`src/krr_pkg.sv`:
```
// types and codes for the keyed region registry
// no dependencies
`default_nettype none

package krr_pkg;

  // operation codes; the unused code acts as a query
  localparam logic [1:0] OP_DECLARE  = 2'd0;
  localparam logic [1:0] OP_WITHDRAW = 2'd1;
  localparam logic [1:0] OP_QUERY    = 2'd2;

  // result status codes
  localparam logic [2:0] ST_DONE        = 3'd0;
  localparam logic [2:0] ST_DUPLICATE   = 3'd1;
  localparam logic [2:0] ST_REJECTED    = 3'd2;
  localparam logic [2:0] ST_NULL        = 3'd3;
  localparam logic [2:0] ST_NOT_PRESENT = 3'd4;

  // input word
  typedef struct packed {
    logic [1:0]  operation;
    logic [63:0] region_key;
    logic [63:0] region_size;
  } in_word_t;

  // result word
  typedef struct packed {
    logic [2:0]  status;
    logic        key_found;
    logic [63:0] total_bytes;
    logic [6:0]  entry_count;
    logic [63:0] rejection_total;
  } out_word_t;

  // search token passed from cell to cell
  typedef struct packed {
    logic        vld;
    logic        hit;
    logic [63:0] size;
  } chain_t;

  // table update broadcast to every cell at the end of a scan
  typedef struct packed {
    logic        store;
    logic        shift;
    logic [63:0] key;
    logic [63:0] size;
  } commit_t;

  // controller states
  typedef enum logic {
    S_IDLE,
    S_SCAN
  } state_t;

endpackage

`default_nettype wire

```
`src/krr_cell.sv`:
```
// one table slot: holds a key and size, compares the token's key and passes it on
// depends on krr_pkg
`default_nettype none

module krr_cell
  import krr_pkg::*;
#(
  parameter int ENTRIES = 64,
  parameter int IDX     = 0,
  localparam int CW     = $clog2(ENTRIES + 1)
) (
  input  wire logic          clk,
  input  wire logic          rst_n,
  input  wire logic [63:0]   probe_key,
  input  wire logic [CW-1:0] count,
  input  wire chain_t        chain_in,
  output chain_t             chain_out,
  input  wire commit_t       commit,
  input  wire logic [63:0]   nb_key,
  input  wire logic [63:0]   nb_size,
  output logic [63:0]        key_out,
  output logic [63:0]        size_out
);

  logic [63:0] key_r, size_r;
  logic        tok_vld_r, tok_hit_r, mark_r;
  logic [63:0] tok_size_r;
  logic        live, at_tail, match;
  logic        tok_hit_nxt, mark_nxt;
  logic [63:0] tok_size_nxt;

  // slot occupancy and compare
  always_comb begin
    live         = CW'(IDX) < count;
    at_tail      = CW'(IDX) == count;
    match        = chain_in.vld && live && (key_r == probe_key);
    tok_hit_nxt  = chain_in.hit | match;
    tok_size_nxt = match ? size_r : chain_in.size;
    mark_nxt     = chain_in.vld ? (chain_in.hit | match) : mark_r;
  end

  // token and mark registers
  always_ff @(posedge clk) begin
    if (!rst_n) begin
      tok_vld_r <= 1'b0;
      tok_hit_r <= 1'b0;
      mark_r    <= 1'b0;
    end else begin
      tok_vld_r <= chain_in.vld;
      tok_hit_r <= tok_hit_nxt;
      mark_r    <= mark_nxt;
    end
  end

  always_ff @(posedge clk) begin
    tok_size_r <= tok_size_nxt;
  end

  // slot contents: append at the tail, or close the gap left by a withdraw
  always_ff @(posedge clk) begin
    if (commit.store && at_tail) begin
      key_r  <= commit.key;
      size_r <= commit.size;
    end else if (commit.shift && mark_r) begin
      key_r  <= nb_key;
      size_r <= nb_size;
    end
  end

  assign chain_out = '{vld: tok_vld_r, hit: tok_hit_r, size: tok_size_r};
  assign key_out   = key_r;
  assign size_out  = size_r;

endmodule

`default_nettype wire

```
`config.mk`:
```
export PLATFORM = sky130hd
export DESIGN_NAME = krr_cell
export DESIGN_NICKNAME = d
export VERILOG_FILES = /design/src/krr_pkg.sv /design/src/krr_cell.sv
export SDC_FILE = /design/constraint.sdc
export NUM_CORES = 1
export LEC_CHECK = 0
export BUFFER_PORTS_ARGS = -buffer_cell sky130_fd_sc_hd__buf_4
export CAP_MARGIN = 25
export CELL_PAD_IN_SITES_DETAIL_PLACEMENT = 0
export CELL_PAD_IN_SITES_GLOBAL_PLACEMENT = 1
export CORE_AREA = 2 2 230 232
export DETAILED_ROUTE_END_ITERATION = 16
export DIE_AREA = 0 0 232 234
export HOLD_SLACK_MARGIN = 0.15
export MAX_ROUTING_LAYER = met4
export PLACE_DENSITY_LB_ADDON = 0.1
export SYNTH_ARGS = -nofsm -noshare
export SYNTH_HDL_FRONTEND = slang
export SYNTH_SLANG_ARGS = --single-unit
```
`constraint.sdc`:
```
create_clock -name clk -period 6.77 [get_ports clk]
set_input_delay 0.3385 -clock clk [delete_from_list [all_inputs] [get_ports clk]]
set_output_delay 0.3385 -clock clk [all_outputs]
set_load 0.02 [all_outputs]
```
==> flow_summary.json, run 1 <==
{
  "grt_max_degree": 76,
  "async_flop_share_pct": 0,
  "yosys-top-cells-area": "edfxtp_1 (46%), mux2_2 (21%), dfxtp_1 (16%)",
  "syn_nets": 927,
  "port_buffers": 590,
  "cp_max_fo": 35,
  "grt_pass1_wl_mm": 53.92,
  "slew_viol_final": 0,
  "final_nets": 1836,
  "crit_slowest_cell": "nor4_1",
  "synth_warnings": 0,
  "drive_above_1_share_pct": 54.06,
  "core_mm2": 0.05202,
  "grt-ovfl-total": 0,
  "power_leakage_nw": 7.378,
  "place_area_mm2": 0.01356,
  "cts_buffer_depth": 2,
  "netlist_area_mm2": 0.008322,
  "syn_area_per_cell_um2": 15.70,
  "critical_path_class": "register to register",
  "post-route-period-util_pct": 60.94,
  "synth_adder_area_share_pct": 0,
  "relSlewSlack_pct": 38.52,
  "end_kind": "register",
  "crit_family": "buffers and inverters",
  "max_stage_delay_ns": 0.73,
  "numCtsBuffers": 17,
  "cp.arrival_ns": 4.55,
  "fin_tns_setup_ns": 0,
  "synth_ff_type": "edfxtp_1",
  "netlist_instances": 530,
  "postRouteAntennaNets": 0,
  "drc": 0,
  "dieWidth_um": 232,
  "first_pass_iters": 4,
  "path_cells": "xor2_1 > nor4_1 > buf_4 > nand4_1 > nor4_4 > buf_4 > buf_4 > o21a_1 > dlygate4sd3_1",
  "synth_top_area_share_pct": 46.19,
  "cts_tree": "yes",
  "synth_edf_count": 128,
  "final_area_mm2": 0.01733,
  "antenna_found_initial": 3,
  "synth-simple-area-share_pct": 2.601,
  "crit_buf_inv": 4,
  "grt_pass1_vias": 8512,
  "crit_top_cell": "buf_4",
  "synth_top_family_by_area": "multiplexers",
  "path_clk_slew_ns": 0.08,
  "root_buffer": "clkbuf_16",
  "hold_class": "primary input to register",
  "post-route-min-period_ns": 4.126,
  "io_pins": 591,
  "synth_mux_area_share_pct": 25.98,
  "start_util_pct": 16.00,
  "finalWirelength_mm": 38.44,
  "startpoint_type": "register",
  "power_density_mw_per_mm2": 172.0,
  "vdd_drop_max_uv": 151.3,
  "wire_per_inst_um": 17.94,
  "synth-xor-area-share_pct": 4.526,
  "tightestPinTransition_ns": 0.9223,
  "cts-resized-gates": 0,
  "yosysTopAreaCell": "edfxtp_1",
  "fill_cells": 5344,
  "clock_sinks": 195,
  "skew_ns": 0.02557,
  "ys_seq_area_share_pct": 62.31,
  "status": "complete, no violations",
  "drt_iter0_markers": 193,
  "fmax_mhz": 242.4,
  "grt_util_all_layers_pct": 14.26,
  "syn_to_final_growth_pct": 108.3,
  "setup_viol_count_final": 0,
  "ys_ff_latch": 195,
  "crit_required_ns": 7.19,
  "rows": 84,
  "viasPerCell": 3.676,
  "synth_compound_area_share_pct": 2.120,
  "die_area_mm2": 0.05429,
  "vias": 7874,
  "die_y_um": 234,
  "gp_congestion": 0.7751,
  "hpwl_mm": 29.50,
  "htreeDepth": 4,
  "hold_violations": 0,
  "clkLatencyLatePin_ns": 0.49,
  "max_cap_violations": 0,
  "synth_cell_types": 30,
  "rsz0062_at_grt": "false"
}
worst reg2reg max path, cell delays in order, from the launching register on:
cell           delay [ns]
edfxtp_1             0.46
xor2_1               0.18
nor4_1               0.73
buf_4                0.25
nand4_1              0.20
nor4_4               0.41
buf_4                0.53
buf_4                0.59
o21a_1               0.19
dlygate4sd3_1        0.53
cells by family (layout without fill, tap and decap cells):
| family | after synthesis | after routing |
|---|---|---|
| AO/OA/AOI/OAI | 22 | 22 |
| XOR/XNOR | 43 | 43 |
| buffers and inverters | 43 | 965 |
| flip-flops | 195 | 195 |
| multiplexers | 192 | 192 |
| other | 0 | 2 |
| AND/OR/NAND/NOR | 35 | 35 |
per-stage QoR:
| stage | std cells | utilization [%] | hold slack (ns) | total power [mW] | setup slack, ns |
|---|---|---|---|---|---|
| final | 2142 | 33.32 | 0.1980 | 2.982 | 2.644 |
| after global routing | 2142 | 33.32 | 0.1662 | 3.128 | 2.264 |
| after CTS | 2140 | 33.31 | 0.1510 | 3.058 | 2.408 |
| after detailed placement | 1791 | 26.07 | 0.4774 | 1.798 | 2.665 |
| after global placement | 1791 | 26.07 | 0.4712 | 1.800 | 2.755 |
| after floorplan | 530 | - | 0.4560 | 1.514 | 1.879 |
final timing paths:
path                     startpoint                     end  slack (ns)  cells after the start
max           key_out[50]$_DFFE_PP_    tok_hit_r$_SDFF_PN0_        2.64                      9
min reg2reg  size_out[32]$_DFFE_PP_  tok_size_r[32]$_DFF_P_        0.49                      1
max reg2reg   key_out[50]$_DFFE_PP_    tok_hit_r$_SDFF_PN0_        2.64                      9
min                      nb_key[43]   key_out[43]$_DFFE_PP_        0.20                      2
report_power, final:
group	total (mW)	leakage, nW	switching, mW	internal (mW)
Sequential	1.34	1.74	0.0216	1.32
Clock	1.07	0.289	0.526	0.541
Combinational	0.573	5.35	0.198	0.375
cell type report:
class	instances	area, um2	area share, %
diodes	2	5.005	0.02887
clock buffers	19	454.2	2.620
clock inverters	13	137.6	0.7941
inverters	20	75.07	0.4331
multi-input cells	292	2955	17.05
flip-flops and latches	195	5185	29.91
well taps	688	860.8	4.966
repair buffers	913	7660	44.19
layout by cell type (no fill, tap or decap), types with 2 or more instances in the layout:
cell type | netlist | final
diode_2 | 0 | 2
dlygate4sd3_1 | 0 | 317
xnor2_1 | 16 | 16
nand2b_1 | 6 | 6
mux2_2 | 154 | 154
xor2_1 | 27 | 27
clkbuf_16 | 0 | 18
a22o_1 | 2 | 2
dfxtp_1 | 67 | 67
a2111oi_0 | 3 | 3
nor4_1 | 9 | 9
o22ai_1 | 8 | 8
a221oi_1 | 2 | 2
inv_1 | 20 | 20
edfxtp_1 | 128 | 128
buf_4 | 3 | 595
inv_6 | 0 | 5
o2111ai_1 | 2 | 2
nand2_4 | 0 | 2
nor2b_1 | 5 | 5
o21a_1 | 2 | 2
mux2_1 | 38 | 38
nand4_1 | 7 | 7
clkinv_4 | 0 | 2
Yosys cell counts (2+ instances only):
cell type and instances:
mux2_2 154, edfxtp_1 128, dfxtp_1 67, mux2_1 38
xor2_1 27, inv_1 20, xnor2_1 16, clkbuf_1 14
nor4_1 9, o22ai_1 8, nand4_1 7, nand2b_1 6
nor2b_1 5, buf_6 4, a2111oi_0 3, buf_4 3
nand2_1 3, a221oi_1 2, a22o_1 2, buf_2 2
o2111ai_1 2, o21a_1 2
layer usage:
layer | track usage [%] | up-vias | routed length, um
met1 | 14.74 | 3760 | 14390
li1 | - | 3811 | -
met5 | - | - | 0
met4 | 5.128 | 0 | 653
met3 | 3.879 | 36 | 2312
met2 | 25.89 | 267 | 21080
registers in the layout (all words and copies together), names as in the netlist:
| signal | cells |
|---|---|
| tok_hit_r | 1 |
| mark_r | 1 |
| size_out | 64 |
| tok_size_r | 64 |
| tok_vld_r | 1 |
| key_out | 64 |
repair_timing:
action | CTS | global route
hold buffers | 317 | 0
buffers inserted | 0 | 0
endpoints found under the setup margin | 0 | 0
endpoints found under the hold margin | 192 | 0
No activity file was read; power rests on OpenSTA's default activity.
==> run 2, diff against run 1 <==
==> constraint.sdc (replaced) <==
create_clock -name clk -period 4.25 [get_ports clk]
set_input_delay 0.2125 -clock clk [delete_from_list [all_inputs] [get_ports clk]]
set_output_delay 0.2125 -clock clk [all_outputs]
set_load 0.02 [all_outputs]
==> run 2 against run 1 <==
  * Die area is the same
  * Sequential power grew 60%
  * Global-route usage grew 0.099 points
  * Non-clock buffer count grew 9
  * Worst setup slack lost 1.5 ns
  * Combinational power grew 61%
  * Highest routed layer unchanged
==> flow_summary.json, run 2 (synthesis gave the netlist of run 1 again) <==
{
  "clock_sinks": 195,
  "startpoint_type": "register",
  "root_buffer": "clkbuf_16",
  "syn_to_final_growth_pct": 109.9,
  "max_cap_violations": 0,
  "grt_pass1_wl_mm": 53.95,
  "tightestPinTransition_ns": 0.8453,
  "rsz0062_at_grt": "false",
  "drc": 0,
  "cts_tree": "yes",
  "finalPower_mw": 4.791,
  "crit_required_ns": 4.68,
  "grt_max_degree": 129,
  "hold_class": "primary input to register",
  "die_area_mm2": 0.05429,
  "grt_util_all_layers_pct": 14.36,
  "setup_viol_count_final": 0,
  "start_util_pct": 16.00,
  "wire_per_inst_um": 18.01,
  "final_nets": 1845,
  "layout_common_cells": "buf_4 (593), dlygate4sd3_1 (325), mux2_2 (154)",
  "postCtsHoldBufs": 325,
  "finalWirelength_mm": 38.73,
  "post-route-period-util_pct": 73.70,
  "power_density_mw_per_mm2": 274.2,
  "first_pass_iters": 4,
  "end_kind": "register",
  "grt-ovfl-total": 0,
  "power_leakage_nw": 7.432,
  "drive_above_1_share_pct": 53.73,
  "clkLatencyLatePin_ns": 0.49,
  "cts_buffer_depth": 2,
  "vias": 7903,
  "path_clk_slew_ns": 0.07,
  "postLayoutCoreUtil_pct": 33.58,
  "postRouteAntennaNets": 0,
  "postCtsSetupRepairBufs": 0,
  "htreeDepth": 4,
  "fin_tns_setup_ns": 0,
  "viasPerCell": 3.674,
  "fmax_mhz": 319.3,
  "cp.arrival_ns": 3.56,
  "drt_iter0_markers": 231,
  "hold_violations": 0,
  "antenna_found_initial": 2,
  "status": "complete, no violations",
  "hpwl_mm": 29.33,
  "vdd_drop_max_uv": 264.2,
  "relSlewSlack_pct": 43.64,
  "grt_pass1_vias": 8534,
  "dieWidth_um": 232,
  "core_mm2": 0.05202,
  "rows": 84,
  "io_pins": 591,
  "port_buffers": 590,
  "final_common_cell": "buf_4",
  "slew_viol_final": 0,
  "die_y_um": 234,
  "post-route-min-period_ns": 3.132,
  "critical_path_class": "register to register",
  "gp_congestion": 0.7498,
  "cts-resized-gates": 0,
  "numCtsBuffers": 17,
  "skew_ns": 0.01196,
  "cp_max_fo": 66
}
[run 2: path summary, 6_finish.rpt]
kind                           from                endpoint  slack (ns)  cells past startpoint
max            key_out[2]$_DFFE_PP_    tok_hit_r$_SDFF_PN0_        1.12                      8
min                    chain_in[54]  tok_size_r[54]$_DFF_P_        0.48                      3
min reg2reg  size_out[36]$_DFFE_PP_  tok_size_r[36]$_DFF_P_        0.49                      1
max reg2reg    key_out[2]$_DFFE_PP_    tok_hit_r$_SDFF_PN0_        1.12                      8
[run 2: area by class of cell]
class	count	area (um2)
multi-input cells	292	2964
clock inverters	11	123.9
inverters	20	75.07
well taps	688	860.8
fillers	5333	34550
flip-flops and latches	195	5185
diodes	2	5.005
repair buffers	922	7785
clock buffers	21	471.7
[run 2: metrics by stage]
stage                     cell area, um2  setup WS [ns]  hold slack [ns]  cells
final                              17470          1.118           0.4779   2151
after floorplan                     8324         0.6862           0.3300    530
after global routing               17470         0.7718           0.4503   2151
after CTS                          17470         0.8258           0.4234   2149
after detailed placement           13620          1.068           0.4222   1792
after global placement             13620          1.079           0.4187   1792
[run 2: power breakdown]
group / internal [mW] / total [mW] / switching, mW / leakage (nW)
Combinational: 0.606 / 0.922 / 0.316 / 5.40
Sequential: 2.10 / 2.14 / 0.0349 / 1.74
Clock: 0.921 / 1.73 / 0.810 / 0.291
[run 2: routing by layer]
metal  GRT usage [%]  routed length, um  up-vias
met4           5.529                787        0
met1           14.06              13890     3773
met3           4.450               2624       35
li1                -                  -     3824
met2           26.45              21430      271
met5               -                  0        -
[run 2: worst max-delay path, cell delays in order, from the launching register on]
cell,delay [ns]
edfxtp_1,0.42
xor2_1,0.16
nor4_1,0.62
buf_4,0.23
nand4_1,0.18
nor4_4,0.40
buf_12,0.36
o21a_1,0.16
dlygate4sd3_1,0.53
==> run 3, diff against run 2 <==
--- a/config.mk
+++ b/config.mk
@@ -5,13 +5,14 @@
 export SDC_FILE = /design/constraint.sdc
 export NUM_CORES = 1
 export LEC_CHECK = 0
+export ABC_AREA = 1
 export BUFFER_PORTS_ARGS = -buffer_cell sky130_fd_sc_hd__buf_4
 export CAP_MARGIN = 25
 export CELL_PAD_IN_SITES_DETAIL_PLACEMENT = 0
 export CELL_PAD_IN_SITES_GLOBAL_PLACEMENT = 1
-export CORE_AREA = 2 2 230 232
+export CORE_AREA = 2 2 228 230
 export DETAILED_ROUTE_END_ITERATION = 16
-export DIE_AREA = 0 0 232 234
+export DIE_AREA = 0 0 230 232
 export HOLD_SLACK_MARGIN = 0.15
 export MAX_ROUTING_LAYER = met4
 export PLACE_DENSITY_LB_ADDON = 0.1
==> constraint.sdc (replaced) <==
create_clock -name clk -period 2.61 [get_ports clk]
set_input_delay 0.1305 -clock clk [delete_from_list [all_inputs] [get_ports clk]]
set_output_delay 0.1305 -clock clk [all_outputs]
set_load 0.02 [all_outputs]
==> run 3 against run 2 <==
  * Non-clock buffer count up 2
  * Fmax up 30%
  * Die area down 1.7%
  * Register-to-register slack worse by 0.92 ns
  * Flip-flop and latch count unchanged
  * Count of clock-buffer cells in the layout up 1
  * Cell count up 14%
  * First-iteration DRC count up 15%
  * Combinational power up 72%
  * Largest power group unchanged
  * Critical endpoint is now tok_size_r[63]$_DFF_P_
  * Clock power up 54%
==> flow_summary.json, run 3 <==
{
  "place_area_mm2": 0.01421,
  "drc": 0,
  "max_stage_delay_ns": 0.43,
  "antenna-diode-count": 0,
  "layout_common_cells": "buf_4 (594), dlygate4sd3_1 (324), nand2_1 (194)",
  "wire_per_inst_um": 16.45,
  "stdcell_count": 2458,
  "port_buffers": 590,
  "max_cap_violations": 0,
  "start_util_pct": 17.63,
  "crit_family": "simple AND/OR/NAND/NOR gates",
  "synth_edf_count": 128,
  "netlist_instances": 852,
  "numCtsBuffers": 17,
  "ys_seq_area_share_pct": 57.79,
  "fmax_mhz": 414.6,
  "synth_cell_types": 19,
  "dp_cells": 2102,
  "io_pins": 591,
  "drt_iter0_markers": 266,
  "netlist_area_mm2": 0.008972,
  "crit_required_ns": 2.96,
  "die_area_mm2": 0.05336,
  "vias": 9035,
  "grt_max_degree": 131,
  "clkLatencyLatePin_ns": 0.48,
  "path_cells": "nand2_1 > nand2_1 > nor2_1 > nand2_1 > nor2_1 > nand2_1 > nor2_1 > nand3_4 > buf_12 > nand2_1 > o21ai_2",
  "grt_util_all_layers_pct": 15.39,
  "postLayoutCoreUtil_pct": 35.39,
  "first_pass_iters": 4,
  "hpwl_mm": 31.69,
  "post-route-period-util_pct": 92.41,
  "synth-simple-area-share_pct": 10.93,
  "die_y_um": 232,
  "synth_adder_area_share_pct": 0,
  "power_density_mw_per_mm2": 429.9,
  "core_mm2": 0.05089,
  "crit_top_cell": "nand2_1",
  "gp_congestion": 0.7715,
  "post-route-min-period_ns": 2.412,
  "yosys.cell_count.top_type": "nand2_1",
  "yosys-top-cells-area": "edfxtp_1 (43%), mux2_2 (16%), dfxtp_1 (15%)",
  "power_leakage_nw": 8.476,
  "dieWidth_um": 230,
  "ys_ff_latch": 195,
  "synth-xor-area-share_pct": 1.171,
  "vdd_drop_max_uv": 399.3,
  "cts_buffer_depth": 2,
  "root_buffer": "clkbuf_16",
  "syn_area_per_cell_um2": 10.53,
  "synth_top_area_share_pct": 42.84,
  "path_clk_slew_ns": 0.08,
  "postRouteAntennaNets": 0,
  "cp_max_fo": 130,
  "grt_pass1_vias": 9489,
  "status": "complete, no violations",
  "grt-ovfl-total": 0,
  "rows": 83,
  "viasPerCell": 3.676,
  "synth_compound_area_share_pct": 5.453,
  "syn_to_final_growth_pct": 100.7,
  "async_flop_share_pct": 0,
  "hold_violations": 0,
  "skew_ns": 0.01102,
  "finalWirelength_mm": 40.44,
  "critical_path_class": "register to register",
  "synth_ff_type": "edfxtp_1",
  "postCtsSetupRepairBufs": 0,
  "setup_viol_count_final": 0,
  "antenna_found_initial": 0,
  "tightestPinTransition_ns": 0.7104,
  "hold_class": "primary input to register",
  "rsz0062_at_grt": "false",
  "yosysTopAreaCell": "edfxtp_1",
  "synth_top_family_by_area": "multiplexers",
  "drive_above_1_share_pct": 43.81,
  "relSlewSlack_pct": 52.64,
  "synth_common_cells": "nand2_1 (196), inv_1 (147), edfxtp_1 (128), mux2_2 (128), dfxtp_1 (67)",
  "end_kind": "register",
  "final_area_mm2": 0.01801,
  "cp.arrival_ns": 2.76,
  "htreeDepth": 4,
  "synth_mux_area_share_pct": 16.06,
  "final_nets": 2162,
  "slew_viol_final": 0,
  "syn_nets": 1249,
  "synth_warnings": 0,
  "grt_pass1_wl_mm": 58.06,
  "clock_sinks": 195,
  "cts_tree": "yes",
  "final_common_cell": "buf_4",
  "fin_tns_setup_ns": 0,
  "crit_buf_inv": 1,
  "startpoint_type": "register",
  "crit_slowest_cell": "edfxtp_1"
}
==> run 3: changes by cell type after synthesis, moves of 19 or more <==
cell     change
mux2_2      -26
xor2_1      -26
mux2_1      -38
o21ai_1     +47
inv_1      +127
o21ai_2     +19
nor2_1      +56
nand2_1    +193
==> run 3: cell type report <==
cell class | count | area (um2)
flip-flops and latches | 195 | 5185
multi-input cells | 480 | 3048
clock inverters | 10 | 97.59
fillers | 5262 | 32880
inverters | 147 | 551.8
well taps | 680 | 850.8
repair buffers | 924 | 7823
clock buffers | 22 | 454.2
==> run 3: through the flow <==
stage | hold WS, ns | power (mW) | setup slack, ns
6_report | 0.3328 | 7.742 | 0.1982
5_1_grt | 0.3472 | 8.113 | 0.01298
4_1_cts | 0.3308 | 7.909 | 0.2135
3_5_place_dp | 0.3350 | 4.765 | 0.2218
3_3_place_gp | 0.3279 | 4.765 | 0.2543
2_1_floorplan | 0.2240 | 3.967 | 0.4767
==> run 3: cells by family after synthesis <==
| group | Yosys count |
|---|---|
| compound gates | 83 |
| xor+xnor | 12 |
| buf+inv | 177 |
| flops | 195 |
| mux | 128 |
| simple gates | 257 |
==> run 3: metal layers <==
metal	track usage (%)	wire, um	vias up
met5	-	0	-
met4	6.532	1308	0
met3	4.113	2330	58
met2	27.04	21230	296
met1	16.29	15570	4100
li1	-	-	4581
==> run 3: worst paths after layout <==
path	start	to	slack [ns]	cells past startpoint
setup / recovery	key_out[36]$_DFFE_PP_	tok_size_r[63]$_DFF_P_	0.20	11
hold / removal	commit[128]	size_out[55]$_DFFE_PP_	0.33	3
setup reg to reg	key_out[36]$_DFFE_PP_	tok_size_r[63]$_DFF_P_	0.20	11
hold reg to reg	size_out[8]$_DFFE_PP_	tok_size_r[8]$_DFF_P_	0.52	2
==> run 3: power breakdown <==
part           internal [mW]  leakage [nW]  switching, mW
sequential              3.42          1.74         0.0569
combinational          0.995          6.46          0.593
clock                   1.35         0.274           1.32
total                   5.77          8.48           1.97
==> run 3: tightest hold or removal path: cells and delay by family <==
family | cells | cell delay, ns
AND/OR/NAND/NOR | 2 | 0.39
buffers and inverters | 1 | 0.08
==> run 3: repair_timing <==
action | 4_1_cts | 5_1_grt
hold endpoints to repair | 195 | 0
gates resized for setup | 0 | 0
hold buffers | 324 | 0
